<file path="src/rtl/rrwts_pkg.sv">
// Shared constants and types of the round-robin wake-tick scheduler.
package rrwts_pkg;

	localparam int MAX_TASKS  = 16;
	localparam int TICK_WIDTH = 32;
	localparam int IDX_W      = $clog2(MAX_TASKS);
	localparam int CNT_W      = $clog2(MAX_TASKS + 1);

	// Action codes carried by an input item.
	typedef enum logic [2:0] {
		ACT_TICK  = 3'd0,
		ACT_ADD   = 3'd1,
		ACT_DELAY = 3'd2,
		ACT_YIELD = 3'd3,
		ACT_WAKE  = 3'd4,
		ACT_WAIT  = 3'd5
	} action_t;

	// Status codes carried by a result item.
	typedef enum logic [1:0] {
		ST_OK      = 2'd0,
		ST_FULL    = 2'd1,
		ST_UNKNOWN = 2'd2,
		ST_CLAMPED = 2'd3
	} status_t;

	// Configuration register word indexes.
	localparam logic REG_WAKE_WINDOW = 1'b0;

	localparam logic [TICK_WIDTH-1:0] WINDOW_RESET = {1'b1, {(TICK_WIDTH-1){1'b0}}};

endpackage

</file>
<file path="src/rtl/rrwts_if.sv">
// Valid/ready channel interfaces for scheduler requests and responses.
interface rrwts_in_if;
	import rrwts_pkg::*;
	logic                  valid;
	logic                  ready;
	logic [2:0]            action;
	logic [TICK_WIDTH-1:0] amount;
	logic [IDX_W-1:0]      task_id;

	modport source (output valid, action, amount, task_id, input ready);
	modport sink   (input valid, action, amount, task_id, output ready);
endinterface

interface rrwts_out_if;
	import rrwts_pkg::*;
	logic                  valid;
	logic                  ready;
	logic [IDX_W-1:0]      current_task;
	logic [TICK_WIDTH-1:0] tick_now;
	logic                  none_ready;
	logic [IDX_W-1:0]      added_index;
	logic [1:0]            status;

	modport source (output valid, current_task, tick_now, none_ready, added_index, status,
		input ready);
	modport sink   (input valid, current_task, tick_now, none_ready, added_index, status,
		output ready);
endinterface

</file>
<file path="src/rtl/round_robin_wake_tick_scheduler.sv">
// Top level of the round-robin wake-tick task scheduler.
// The block takes one action at a time. Tick, add, wake and unknown codes, and delay,
// yield and wait on an empty table, pass from execute to done without a scan. Delay, yield
// and wait on a filled table scan the task table, which lives in a memory read one entry
// per cycle through a registered read port: the scan stops at the first due task visited,
// or after task_count entries when no task is due. A new request is taken once the result has
// been placed in the output register, even while that result still waits for its transfer.
module round_robin_wake_tick_scheduler (
	input  logic                    clk,
	input  logic                    arst_n,
	input  logic                    psel,
	input  logic                    penable,
	input  logic                    pwrite,
	input  logic [2:0]              paddr,
	input  logic [31:0]             pwdata,
	output logic [31:0]             prdata,
	output logic                    pready,
	rrwts_in_if.sink                req,
	rrwts_out_if.source             rsp
);
	import rrwts_pkg::*;

	typedef enum logic [3:0] {
		S_IDLE = 4'b0001,
		S_EXEC = 4'b0010,
		S_SCAN = 4'b0100,
		S_DONE = 4'b1000
	} state_t;

	state_t                state_q;
	logic [TICK_WIDTH-1:0] window_q;
	logic [TICK_WIDTH-1:0] ticks_q;
	logic [CNT_W-1:0]      count_q;
	logic [IDX_W-1:0]      running_q;

	// Captured request.
	action_t               act_q;
	logic [TICK_WIDTH-1:0] amount_q;
	logic [IDX_W-1:0]      tid_q;

	// Result being built.
	logic                  none_q;
	logic [IDX_W-1:0]      added_q;
	status_t               status_q;

	// Scan bookkeeping.
	logic [IDX_W-1:0]      iss_idx_q;
	logic [CNT_W-1:0]      iss_left_q;
	logic                  rd_v_s1;
	logic [IDX_W-1:0]      rd_idx_s1;

	// Memory ports.
	logic                  wake_we;
	logic                  flag_we;
	logic [IDX_W-1:0]      mem_waddr;
	logic [TICK_WIDTH-1:0] wake_wdata;
	logic                  flag_wdata;
	logic                  mem_re;
	logic [TICK_WIDTH-1:0] wake_rdata;
	logic                  flag_rdata;

	logic                  out_valid_q;
	logic                  out_free;
	logic                  cfg_wr;

	// Combinational helpers for the execute cycle and the scan.
	logic                  over_window;
	logic [TICK_WIDTH-1:0] delay_amt;
	logic [TICK_WIDTH-1:0] wake_sum;
	logic [IDX_W-1:0]      start_idx;
	logic [CNT_W-1:0]      run_inc;
	logic [CNT_W-1:0]      iss_inc;
	logic [IDX_W-1:0]      iss_next;
	logic [TICK_WIDTH-1:0] elapsed;
	logic                  due;

	// Configuration port.
	assign pready = 1'b1;
	assign cfg_wr = psel & penable & pwrite;
	assign prdata = (paddr[2] == REG_WAKE_WINDOW) ? window_q : 32'd0;

	always_ff @(posedge clk or negedge arst_n) begin
		if (!arst_n) begin
			window_q <= WINDOW_RESET;
		end else if (cfg_wr && paddr[2] == REG_WAKE_WINDOW) begin
			window_q <= pwdata;
		end
	end

	// Delay amount clamp and new wake tick.
	assign over_window = amount_q >= window_q;
	always_comb begin
		delay_amt = amount_q;
		if (act_q == ACT_DELAY && over_window) begin
			delay_amt = (window_q == '0) ? '0 : window_q - 1'b1;
		end
	end
	assign wake_sum = ticks_q + delay_amt;

	// Ring successors of the running task and of the scan pointer.
	assign run_inc   = {1'b0, running_q} + 1'b1;
	assign start_idx = (run_inc >= count_q) ? '0 : run_inc[IDX_W-1:0];
	assign iss_inc   = {1'b0, iss_idx_q} + 1'b1;
	assign iss_next  = (iss_inc >= count_q) ? '0 : iss_inc[IDX_W-1:0];

	// Due test on the entry returned by the memory.
	assign elapsed = ticks_q - wake_rdata;
	assign due     = flag_rdata && (elapsed < window_q);

	// Table writes happen only in the execute cycle.
	always_comb begin
		wake_we    = 1'b0;
		flag_we    = 1'b0;
		mem_waddr  = running_q;
		wake_wdata = ticks_q;
		flag_wdata = 1'b1;
		if (state_q == S_EXEC) begin
			case (act_q)
				ACT_ADD: begin
					if (count_q < CNT_W'(MAX_TASKS)) begin
						mem_waddr = count_q[IDX_W-1:0];
						wake_we   = 1'b1;
						flag_we   = 1'b1;
					end
				end
				ACT_DELAY: begin
					if (count_q != '0) begin
						wake_wdata = wake_sum;
						wake_we    = 1'b1;
					end
				end
				ACT_WAIT: begin
					if (count_q != '0) begin
						wake_wdata = wake_sum;
						wake_we    = !over_window;
						flag_wdata = 1'b0;
						flag_we    = over_window;
					end
				end
				ACT_WAKE: begin
					if ({1'b0, tid_q} < count_q) begin
						mem_waddr = tid_q;
						wake_we   = 1'b1;
						flag_we   = 1'b1;
					end
				end
				default: begin
				end
			endcase
		end
	end

	assign mem_re = (state_q == S_SCAN) && (iss_left_q != '0);

	rrwts_ram #(.DEPTH(MAX_TASKS), .WIDTH(TICK_WIDTH)) u_wake_ram (
		.clk   (clk),
		.we    (wake_we),
		.waddr (mem_waddr),
		.wdata (wake_wdata),
		.re    (mem_re),
		.raddr (iss_idx_q),
		.rdata (wake_rdata)
	);

	rrwts_ram #(.DEPTH(MAX_TASKS), .WIDTH(1)) u_flag_ram (
		.clk   (clk),
		.we    (flag_we),
		.waddr (mem_waddr),
		.wdata (flag_wdata),
		.re    (mem_re),
		.raddr (iss_idx_q),
		.rdata (flag_rdata)
	);

	assign req.ready = (state_q == S_IDLE);
	assign out_free  = !out_valid_q || rsp.ready;

	// Sequencer: capture, execute, scan, and hand off the result.
	always_ff @(posedge clk or negedge arst_n) begin
		if (!arst_n) begin
			state_q    <= S_IDLE;
			ticks_q    <= '0;
			count_q    <= '0;
			running_q  <= '0;
			iss_left_q <= '0;
			rd_v_s1    <= 1'b0;
		end else begin
			case (state_q)
				S_IDLE: begin
					rd_v_s1 <= 1'b0;
					if (req.valid) begin
						state_q <= S_EXEC;
					end
				end
				S_EXEC: begin
					state_q <= S_DONE;
					case (act_q)
						ACT_TICK: ticks_q <= ticks_q + 1'b1;
						ACT_ADD: begin
							if (count_q < CNT_W'(MAX_TASKS)) begin
								count_q <= count_q + 1'b1;
							end
						end
						ACT_DELAY, ACT_YIELD, ACT_WAIT: begin
							if (count_q != '0) begin
								state_q    <= S_SCAN;
								iss_left_q <= count_q;
							end
						end
						default: begin
						end
					endcase
				end
				S_SCAN: begin
					rd_v_s1 <= mem_re;
					if (mem_re) begin
						iss_left_q <= iss_left_q - 1'b1;
					end
					if (rd_v_s1 && due) begin
						running_q <= rd_idx_s1;
						state_q   <= S_DONE;
						rd_v_s1   <= 1'b0;
					end else if (rd_v_s1 && iss_left_q == '0) begin
						state_q <= S_DONE;
						rd_v_s1 <= 1'b0;
					end
				end
				S_DONE: begin
					if (out_free) begin
						state_q <= S_IDLE;
					end
				end
				default: state_q <= S_IDLE;
			endcase
		end
	end

	// Payload registers of the request, the result and the scan pointer.
	always_ff @(posedge clk) begin
		if (state_q == S_IDLE && req.valid) begin
			act_q    <= action_t'(req.action);
			amount_q <= req.amount;
			tid_q    <= req.task_id;
		end
		if (state_q == S_EXEC) begin
			none_q    <= 1'b0;
			added_q   <= '0;
			status_q  <= ST_OK;
			iss_idx_q <= start_idx;
			case (act_q)
				ACT_ADD: begin
					if (count_q < CNT_W'(MAX_TASKS)) begin
						added_q <= count_q[IDX_W-1:0];
					end else begin
						status_q <= ST_FULL;
					end
				end
				ACT_DELAY: begin
					if (count_q == '0) begin
						status_q <= ST_UNKNOWN;
						none_q   <= 1'b1;
					end else if (over_window) begin
						status_q <= ST_CLAMPED;
					end
				end
				ACT_WAIT: begin
					if (count_q == '0) begin
						status_q <= ST_UNKNOWN;
						none_q   <= 1'b1;
					end
				end
				ACT_YIELD: begin
					if (count_q == '0) begin
						none_q <= 1'b1;
					end
				end
				ACT_WAKE: begin
					if ({1'b0, tid_q} >= count_q) begin
						status_q <= ST_UNKNOWN;
					end
				end
				default: begin
				end
			endcase
		end
		if (state_q == S_SCAN) begin
			if (mem_re) begin
				iss_idx_q <= iss_next;
				rd_idx_s1 <= iss_idx_q;
			end
			if (rd_v_s1 && !due && iss_left_q == '0) begin
				none_q <= 1'b1;
			end
		end
	end

	// Output register: loaded when the result is done and the slot is free.
	always_ff @(posedge clk or negedge arst_n) begin
		if (!arst_n) begin
			out_valid_q <= 1'b0;
		end else if (state_q == S_DONE && out_free) begin
			out_valid_q <= 1'b1;
		end else if (rsp.ready) begin
			out_valid_q <= 1'b0;
		end
	end

	always_ff @(posedge clk) begin
		if (state_q == S_DONE && out_free) begin
			rsp.current_task <= running_q;
			rsp.tick_now     <= ticks_q;
			rsp.none_ready   <= none_q;
			rsp.added_index  <= added_q;
			rsp.status       <= status_q;
		end
	end

	assign rsp.valid = out_valid_q;

	// The running task always lies inside the filled part of the table.
	a_running_in_table: assert property (@(posedge clk) disable iff (!arst_n)
		(count_q == '0) ? (running_q == '0) : ({1'b0, running_q} < count_q))
		else $error("running task outside the task table");

	// The task count never exceeds the table size.
	a_count_bound: assert property (@(posedge clk) disable iff (!arst_n)
		count_q <= CNT_W'(MAX_TASKS))
		else $error("task count beyond table size");

	// The tick counter moves only in the execute cycle.
	a_ticks_stable: assert property (@(posedge clk) disable iff (!arst_n)
		(state_q != S_EXEC) |=> $stable(ticks_q))
		else $error("tick counter changed outside execute");

	// Read data is only pending while a scan runs.
	a_read_in_scan: assert property (@(posedge clk) disable iff (!arst_n)
		rd_v_s1 |-> (state_q == S_SCAN))
		else $error("memory read pending outside a scan");

endmodule

</file>
<file path="src/rtl/rrwts_ram.sv">
// Simple dual-port synchronous RAM with a registered read port.
module rrwts_ram #(
	parameter int DEPTH = 16,
	parameter int WIDTH = 32
) (
	input  logic                     clk,
	input  logic                     we,
	input  logic [$clog2(DEPTH)-1:0] waddr,
	input  logic [WIDTH-1:0]         wdata,
	input  logic                     re,
	input  logic [$clog2(DEPTH)-1:0] raddr,
	output logic [WIDTH-1:0]         rdata
);

	logic [WIDTH-1:0] mem [DEPTH];

	// Write port.
	always_ff @(posedge clk) begin
		if (we) begin
			mem[waddr] <= wdata;
		end
	end

	// Read port, registered.
	always_ff @(posedge clk) begin
		if (re) begin
			rdata <= mem[raddr];
		end
	end

endmodule
</file>
<file path="src/flat_wrapper.sv">
// flat-port wrapper written by rule: the top's interface ports become plain ports
module round_robin_wake_tick_scheduler_flat import rrwts_pkg::*;
  (clk, arst_n, psel, penable, pwrite, paddr, pwdata, prdata, pready, req_valid, req_action, req_amount, req_task_id, req_ready, rsp_valid, rsp_current_task, rsp_tick_now, rsp_none_ready, rsp_added_index, rsp_status, rsp_ready);
  rrwts_in_if req_i ();
  rrwts_out_if rsp_i ();
  input  logic clk;
  input  logic arst_n;
  input  logic psel;
  input  logic penable;
  input  logic pwrite;
  input  logic [2:0] paddr;
  input  logic [31:0] pwdata;
  output logic [31:0] prdata;
  output logic pready;
  input wire logic [$bits(req_i.valid)-1:0] req_valid;
  input wire logic [$bits(req_i.action)-1:0] req_action;
  input wire logic [$bits(req_i.amount)-1:0] req_amount;
  input wire logic [$bits(req_i.task_id)-1:0] req_task_id;
  output wire logic [$bits(req_i.ready)-1:0] req_ready;
  output wire logic [$bits(rsp_i.valid)-1:0] rsp_valid;
  output wire logic [$bits(rsp_i.current_task)-1:0] rsp_current_task;
  output wire logic [$bits(rsp_i.tick_now)-1:0] rsp_tick_now;
  output wire logic [$bits(rsp_i.none_ready)-1:0] rsp_none_ready;
  output wire logic [$bits(rsp_i.added_index)-1:0] rsp_added_index;
  output wire logic [$bits(rsp_i.status)-1:0] rsp_status;
  input wire logic [$bits(rsp_i.ready)-1:0] rsp_ready;
  assign req_i.valid = req_valid;
  assign req_i.action = req_action;
  assign req_i.amount = req_amount;
  assign req_i.task_id = req_task_id;
  assign req_ready = req_i.ready;
  assign rsp_valid = rsp_i.valid;
  assign rsp_current_task = rsp_i.current_task;
  assign rsp_tick_now = rsp_i.tick_now;
  assign rsp_none_ready = rsp_i.none_ready;
  assign rsp_added_index = rsp_i.added_index;
  assign rsp_status = rsp_i.status;
  assign rsp_i.ready = rsp_ready;
  round_robin_wake_tick_scheduler u_core (.clk(clk), .arst_n(arst_n), .psel(psel), .penable(penable), .pwrite(pwrite), .paddr(paddr), .pwdata(pwdata), .prdata(prdata), .pready(pready), .req(req_i), .rsp(rsp_i));
endmodule
</file>
<file path="config.mk">
export PLATFORM = sky130hd
export DESIGN_NAME = round_robin_wake_tick_scheduler_flat
export DESIGN_NICKNAME = d
export VERILOG_FILES = /design/src/rtl/rrwts_pkg.sv /design/src/rtl/rrwts_if.sv /design/src/rtl/round_robin_wake_tick_scheduler.sv /design/src/rtl/rrwts_ram.sv /design/src/flat_wrapper.sv
export SDC_FILE = /design/constraint.sdc
export NUM_CORES = 1
export LEC_CHECK = 0
export ABC_CLOCK_PERIOD_IN_PS = 5800
export CORE_UTILIZATION = 55
export DETAILED_ROUTE_END_ITERATION = 8
export DONT_BUFFER_PORTS = 1
export PLACE_DENSITY_LB_ADDON = 0.2
export SYNTH_ARGS = -nofsm -noshare
export SYNTH_HDL_FRONTEND = slang
export SYNTH_SLANG_ARGS = --single-unit
</file>
<file path="constraint.sdc">
create_clock -name clk -period 5.8 [get_ports clk]
set_input_delay 0.29 -clock clk [delete_from_list [all_inputs] [get_ports clk]]
set_output_delay 0.29 -clock clk [all_outputs]
set_load 0.01 [all_outputs]
</file>
* After elaboration in Yosys (flattened, before gate mapping)
Memories as Yosys holds them, arrays and structs flattened. A register that Yosys moved wholly into a read port is not among the register bits.
Index checks and enable logic that the tools add are counted.
** Storage, ports and cells
- Register bits :: 181
- Bits in latches :: 0
- RAM bits :: 528
- Bits in read-only memories :: 0
- Bits of input ports :: 81
- Output and inout bits :: 78
- Word-level logic and storage cells :: 146
- Memories :: 2
** Operators by class
- Add/subtract/negate cells :: 8
- Multipliers :: 0
- Divide/modulo/power cells :: 0
- $lt $le $gt $ge :: 7
- Eq/ne operators :: 15
- Shift operators :: 0
- Multiplexer cells :: 58
- Bitwise gates (word level) :: 3
- Reductions and logical operators :: 32
** Memory list
- u_core.u_wake_ram.mem :: words 16, bits a word 32, rd ports 1, clocked after Yosys merged registers in 1, wr ports 1, RTL line rrwts_ram.sv:15 : logic [WIDTH-1:0] mem [DEPTH];
- u_core.u_flag_ram.mem :: words 16, bits a word 1, rd ports 1, clocked after Yosys merged registers in 1, wr ports 1, RTL line rrwts_ram.sv:15
** Operator list (count)
- $mux 32 :: 6
- $mux 4 :: 14
- $add 32x1->32 const B :: 1
- $add 32x32->32 :: 1
- $ge 32x32->1 :: 1
- $logic_not 32->1 :: 1
- $lt 32x32->1 :: 1
- $sub 32x1->32 const B :: 1
- $sub 32x32->32 :: 1
- $mux 1 :: 24
- $pmux 4 s4 :: 1
- $mux 5 :: 3
- $add 4x1->5 const B :: 2
- $ge 5x5->1 :: 2
- $logic_and 1x1->1 :: 10
- $logic_not 5->1 :: 2
- $pmux 5 s2 :: 1
- $reduce_bool 5->1 :: 2
- $mux 2 :: 4
- $pmux 2 s4 :: 1
- $pmux 4 s2 :: 1
- $reduce_and 2->1 :: 4
- $eq 3x2->1 const B :: 2
- $eq 3x3->1 const B :: 2
- 26 further kinds :: 35

* Logic depth before layout (Yosys ltp)
- Depth in word-level cells :: 8
- Mapped depth :: 24
- Mapped depth without buffers :: 22

* Modules after synthesis
From an unflattened synthesis, not the netlist that was laid out.
** Unflattened totals
- Cells, all modules :: 2271
- Area total of the unflattened synthesis :: 34037.6 µm²
** By module, submodules not included
- rrwts_ram at u_core.u_wake_ram :: instances 1, cells an instance 838, area an instance 20155.6 µm², seq. area each 16335.7 µm²
- round_robin_wake_tick_scheduler :: instances 1, cells an instance 1386, area an instance 13126.3 µm², seq. area each 4967.3 µm²
- rrwts_ram at u_core.u_flag_ram :: instances 1, cells an instance 47, area an instance 755.7 µm², seq. area each 510.5 µm²

* Worst setup path before layout
OpenSTA, ideal clock, no wires.
- Path kind :: reg-to-reg
- Start :: register u_core.window_q[0]
- End :: memory u_core.u_wake_ram.mem[0][21], data pin
- Setup time :: 330 ps
- Data arrival time :: 5238 ps
- Data required time :: 5470 ps
- Setup slack :: 232 ps
- Stages on the path, launching flop included :: 22
- Buffers on the path :: 2
- Period minus slack after synthesis :: 5568 ps
- Path through :: dfrtp_1 > ha_1 > nand2b_1 > a2111oi_0 > o311a_1 > a211oi_1 > o31ai_1 > nand2b_1 > clkbuf_1 > clkbuf_1 > nand2_1 > o31ai_1 > ha_1 > a211o_1 > a211oi_1 > o21ai_0 > a41oi_1 > o21ai_0 > a21o_1 > a21oi_1 > xor2_1 > o21ai_0
** On the way
- Word-level cells in the longest chain between the ends :: 7
- Elaborated cells on any way between the ends :: 10
- Classes of those cells :: add/sub: 2; order compare: 1; mux: 5; reduce/logical: 2
** Ends and longest elaborated chain
- start: declaration :: RTL line round_robin_wake_tick_scheduler.sv:31 : logic [TICK_WIDTH-1:0] window_q;
- start signal: assignment :: RTL line round_robin_wake_tick_scheduler.sv:86 : window_q <= pwdata;
- $sub 32x1->32, or another cell as far along :: RTL line round_robin_wake_tick_scheduler.sv:95 : delay_amt = (window_q == '0) ? '0 : window_q - 1'b1;
- $mux 32 or $logic_and 1x1->1 (tied branches) :: RTL line round_robin_wake_tick_scheduler.sv:95, round_robin_wake_tick_scheduler.sv:94
- $mux 32 (*) :: RTL line round_robin_wake_tick_scheduler.sv:94 : if (act_q == ACT_DELAY && over_window) begin
- $add 32x32->32 (*) :: RTL line round_robin_wake_tick_scheduler.sv:98 : assign wake_sum = ticks_q + delay_amt;
- $mux 32 (*) :: RTL line round_robin_wake_tick_scheduler.sv:127, round_robin_wake_tick_scheduler.sv:133
- $mux 32 (*)
- $mux 32 (*) :: RTL line round_robin_wake_tick_scheduler.sv:117 : if (state_q == S_EXEC) begin
- via u_core.u_wake_ram.wdata[21] :: RTL line rrwts_ram.sv:9 : input logic [WIDTH-1:0] wdata,
- end: declaration :: RTL line rrwts_ram.sv:15
The timed path passes the listed nets; every way through them passes the cells marked *.

* Worst setup path after layout
- Start :: register u_core.window_q[15]
- End :: memory u_core.u_wake_ram.mem[4][31], data pin
Same word-level chain as after synthesis.

==> metrics.cfg <==
[run_status]
status = finished, final reports clean

[routing]
wl_per_cell_um = 25.2
route.detailed.drc = 0
first_iter_violations = 1741
drt-vias-per-instance = 6.15
dr.pass1.iters = 7
totalWireLength_mm = 84.5
drtAntennaViolNets = 0
vias = 20600

[synth]
yosysMostFrequentCell = edfxtp_1
synth_top_area_frac = 0.572
synth-seq-cells = 742
netlist_area_mm2 = 0.0343
synthSimpleGateAreaFrac = 0.0727
yosys.area.top_type = edfxtp_1
async_reset_ff_frac = 0.113
synth_compound_area_frac = 0.0657
syn_nets = 2465
synth_cell_types = 80
synth_xor_area_frac = 0.0301
yosysSeqAreaShare = 0.636
avgSynthCellArea_um2 = 15.3
synth_top_family_by_area = multiplexers
netlist_instances = 2235
muxShareOfSynthArea = 0.121
synth_common_cells = edfxtp_1, mux4_2, ha_1, nand2_1, nor2_1
yosysWarnings = 0
ys.flop_type = edfxtp_1
synth_adder_area_share = 0.0548
synth_edf_count = 653
synth_area_leaders = edfxtp_1, mux4_2, dfrtp_1, ha_1, xnor2_1

[critical_path]
crit_slowest_cell = o31ai_1
cp.required_ns = 6.28
crit_fanout = 26
critPathLaunch = u_core.window_q[15]
end_kind = flip-flop
cp-start-kind = flip-flop
worstPathArrival_ns = 6.14
path_buf_inv = 4
path_delay_family = compound AO/OA/AOI/OAI gates
crit_type = flip-flop to flip-flop
path_cells = inv_1, ha_1, and4_1, nand2_1, o311a_1, a211oi_2, o31ai_2, nand2b_4, buf_6, buf_12, o31ai_1, ha_1, nand2_1, or2_2, nor2_1, a41oi_2, o211ai_1, and3_1, o2111ai_1, a21oi_2, xor2_2, buf_4
r2r_start = u_core.window_q[15]
cpPeakStageDelay_ns = 0.49

[global_route]
grt_start_max_net_pins = 95
antenna_found_initial = 0
grt_usage = 0.270
grt_pass1_wl_mm = 127
grt_pass1_vias = 20600
grt.overflow.total = 0

[sta]
slew_headroom = 0.262
setup_viol = 0
max_freq_mhz = 177
tns_ns = 0
setup_ws_ns = 0.143
hold_viol_final = 0
drv_slew = 0
skew_ns = 0.0195
worst_slew_pin_slew_ns = 1.11
fin_crit_sh = 0.975
hold_ws_ns = 0.0422
fin_crit_ns = 5.66

[power_and_ir_drop]
vdd_drop_max_mv = 0.196
p_leak_nw = 15.4
power_mw = 13.3
p_per_area_mw_per_mm2 = 335

[cells_and_area]
final_area_mm2 = 0.0396
layout.cells.non_filler = 3353
drive_gt1_frac = 0.206
multi_input_comb_area_mm2 = 0.0120
nNetsFinal = 2683
final_util = 0.643
antenna_cells = 0
seq_area_mm2 = 0.0218
syn_to_final_growth_pct = 15.5
fillerInstances = 4291

[floorplan]
io_pins = 159
fp.dieW_um = 252
num_rows = 91
initial_core_util = 0.557
die_y_um = 252
die_area_mm2 = 0.0634
core_area_mm2 = 0.0616

[placement]
hpwl_mm = 52.7
port-buffer-count = 0
placed_area_mm2 = 0.0362
gp_congestion = 0.940
dp_cells = 3132
dpl_worst_slack_ns = -0.145

[clock_network]
clock-root-buffer = clkbuf_16
cts.sink_count = 742
clockBufferDepth = 3
worst_skew_pair.late_latency_ns = 0.63
path_clk_slew_ns = 0.06
numCtsBuffers = 77
cts.htree.levels = 3
cts_tree = built

[hold_path]
hp-class = input pin to flip-flop
hp-start = penable

[job]
max_cap_viol_count = 0

layout by cell type, fill, tap and decap left out, types with 35 or more instances in the layout:
cell / instances
a21o_1: 47
a21oi_1: 79
buf_4: 131
clkbuf_16: 79
dfrtp_1: 82
dlygate4sd3_1: 74
edfxtp_1: 653
ha_1: 147
inv_1: 97
mux2_2: 39
mux4_2: 165
nand2_1: 143
nand3_1: 35
nor2_1: 124
o21ai_0: 70
xnor2_1: 86
final cells by class:
class	instances	area share
flip-flops and latches	742	0.551
clock inverters	45	0.0117
inverters	101	0.00957
repair buffers	210	0.0460
well taps	837	0.0264
multi-input cells	1321	0.304
clock buffers	97	0.0519
repair_timing:
item | in CTS | in global routing
buffers inserted | 0 | 3
pin swaps | 0 | 7
setup endpoints to repair | 85 | 272
gates resized for setup | 4 | 24
hold buffers | 75 | 0
endpoints found under the hold margin | 158 | 0
cloned | 0 | 1
sequential cells by signal, indices dropped and copies added, names as in the netlist, 5 cells and up:
| register | flops |
|---|---|
| u_core.ticks_q | 32 |
| u_core.amount_q | 32 |
| u_core.window_q | 32 |
| u_core.iss_left_q | 5 |
| u_core.rsp.tick_now | 32 |
| u_core.count_q | 5 |
| u_core.u_flag_ram.mem | 16 |
| u_core.u_wake_ram.mem | 512 |
| u_core.u_wake_ram.rdata | 32 |
per-layer routing:
layer  global-route usage  vias up  wire, um
li1                     -     9177         -
met4               0.0850        0      2220
met1                0.372    10500     35500
met3               0.0392      114      5760
met5                    0        -         0
met2                0.446      812     41100
cells by family after synthesis:
| logic type | count (synthesis) |
|---|---|
| AOI/OAI and AO/OA | 344 |
| xor gates and xnor gates | 118 |
| adders and majority gates | 149 |
| buffers and inverters | 172 |
| DFF | 742 |
| muxes | 204 |
| other | 1 |
| and+or+nand+nor | 505 |
power by group:
group	internal [mW]	switching [mW]	leakage [nW]	total (mW)
combinational	0.967	1.15	6.09	2.12
clock	2.85	2.06	1.23	4.91
sequential	6.01	0.228	8.08	6.24
worst paths after layout:
check,cells after the start,slack (ns),to
worst max register to register,22,0.14,u_core.u_wake_ram.mem[4][31]
max in group asynchronous,2,5.13,u_core.running_q[0]
worst min register to register,0,0.43,u_core.rsp.status[1]
worst max-delay path,22,0.14,u_core.u_wake_ram.mem[4][31]
min in group asynchronous,2,0.31,u_core.window_q[7]
worst min-delay path,2,0.04,u_core.window_q[2]
Power figures use the tool's default switching activity.
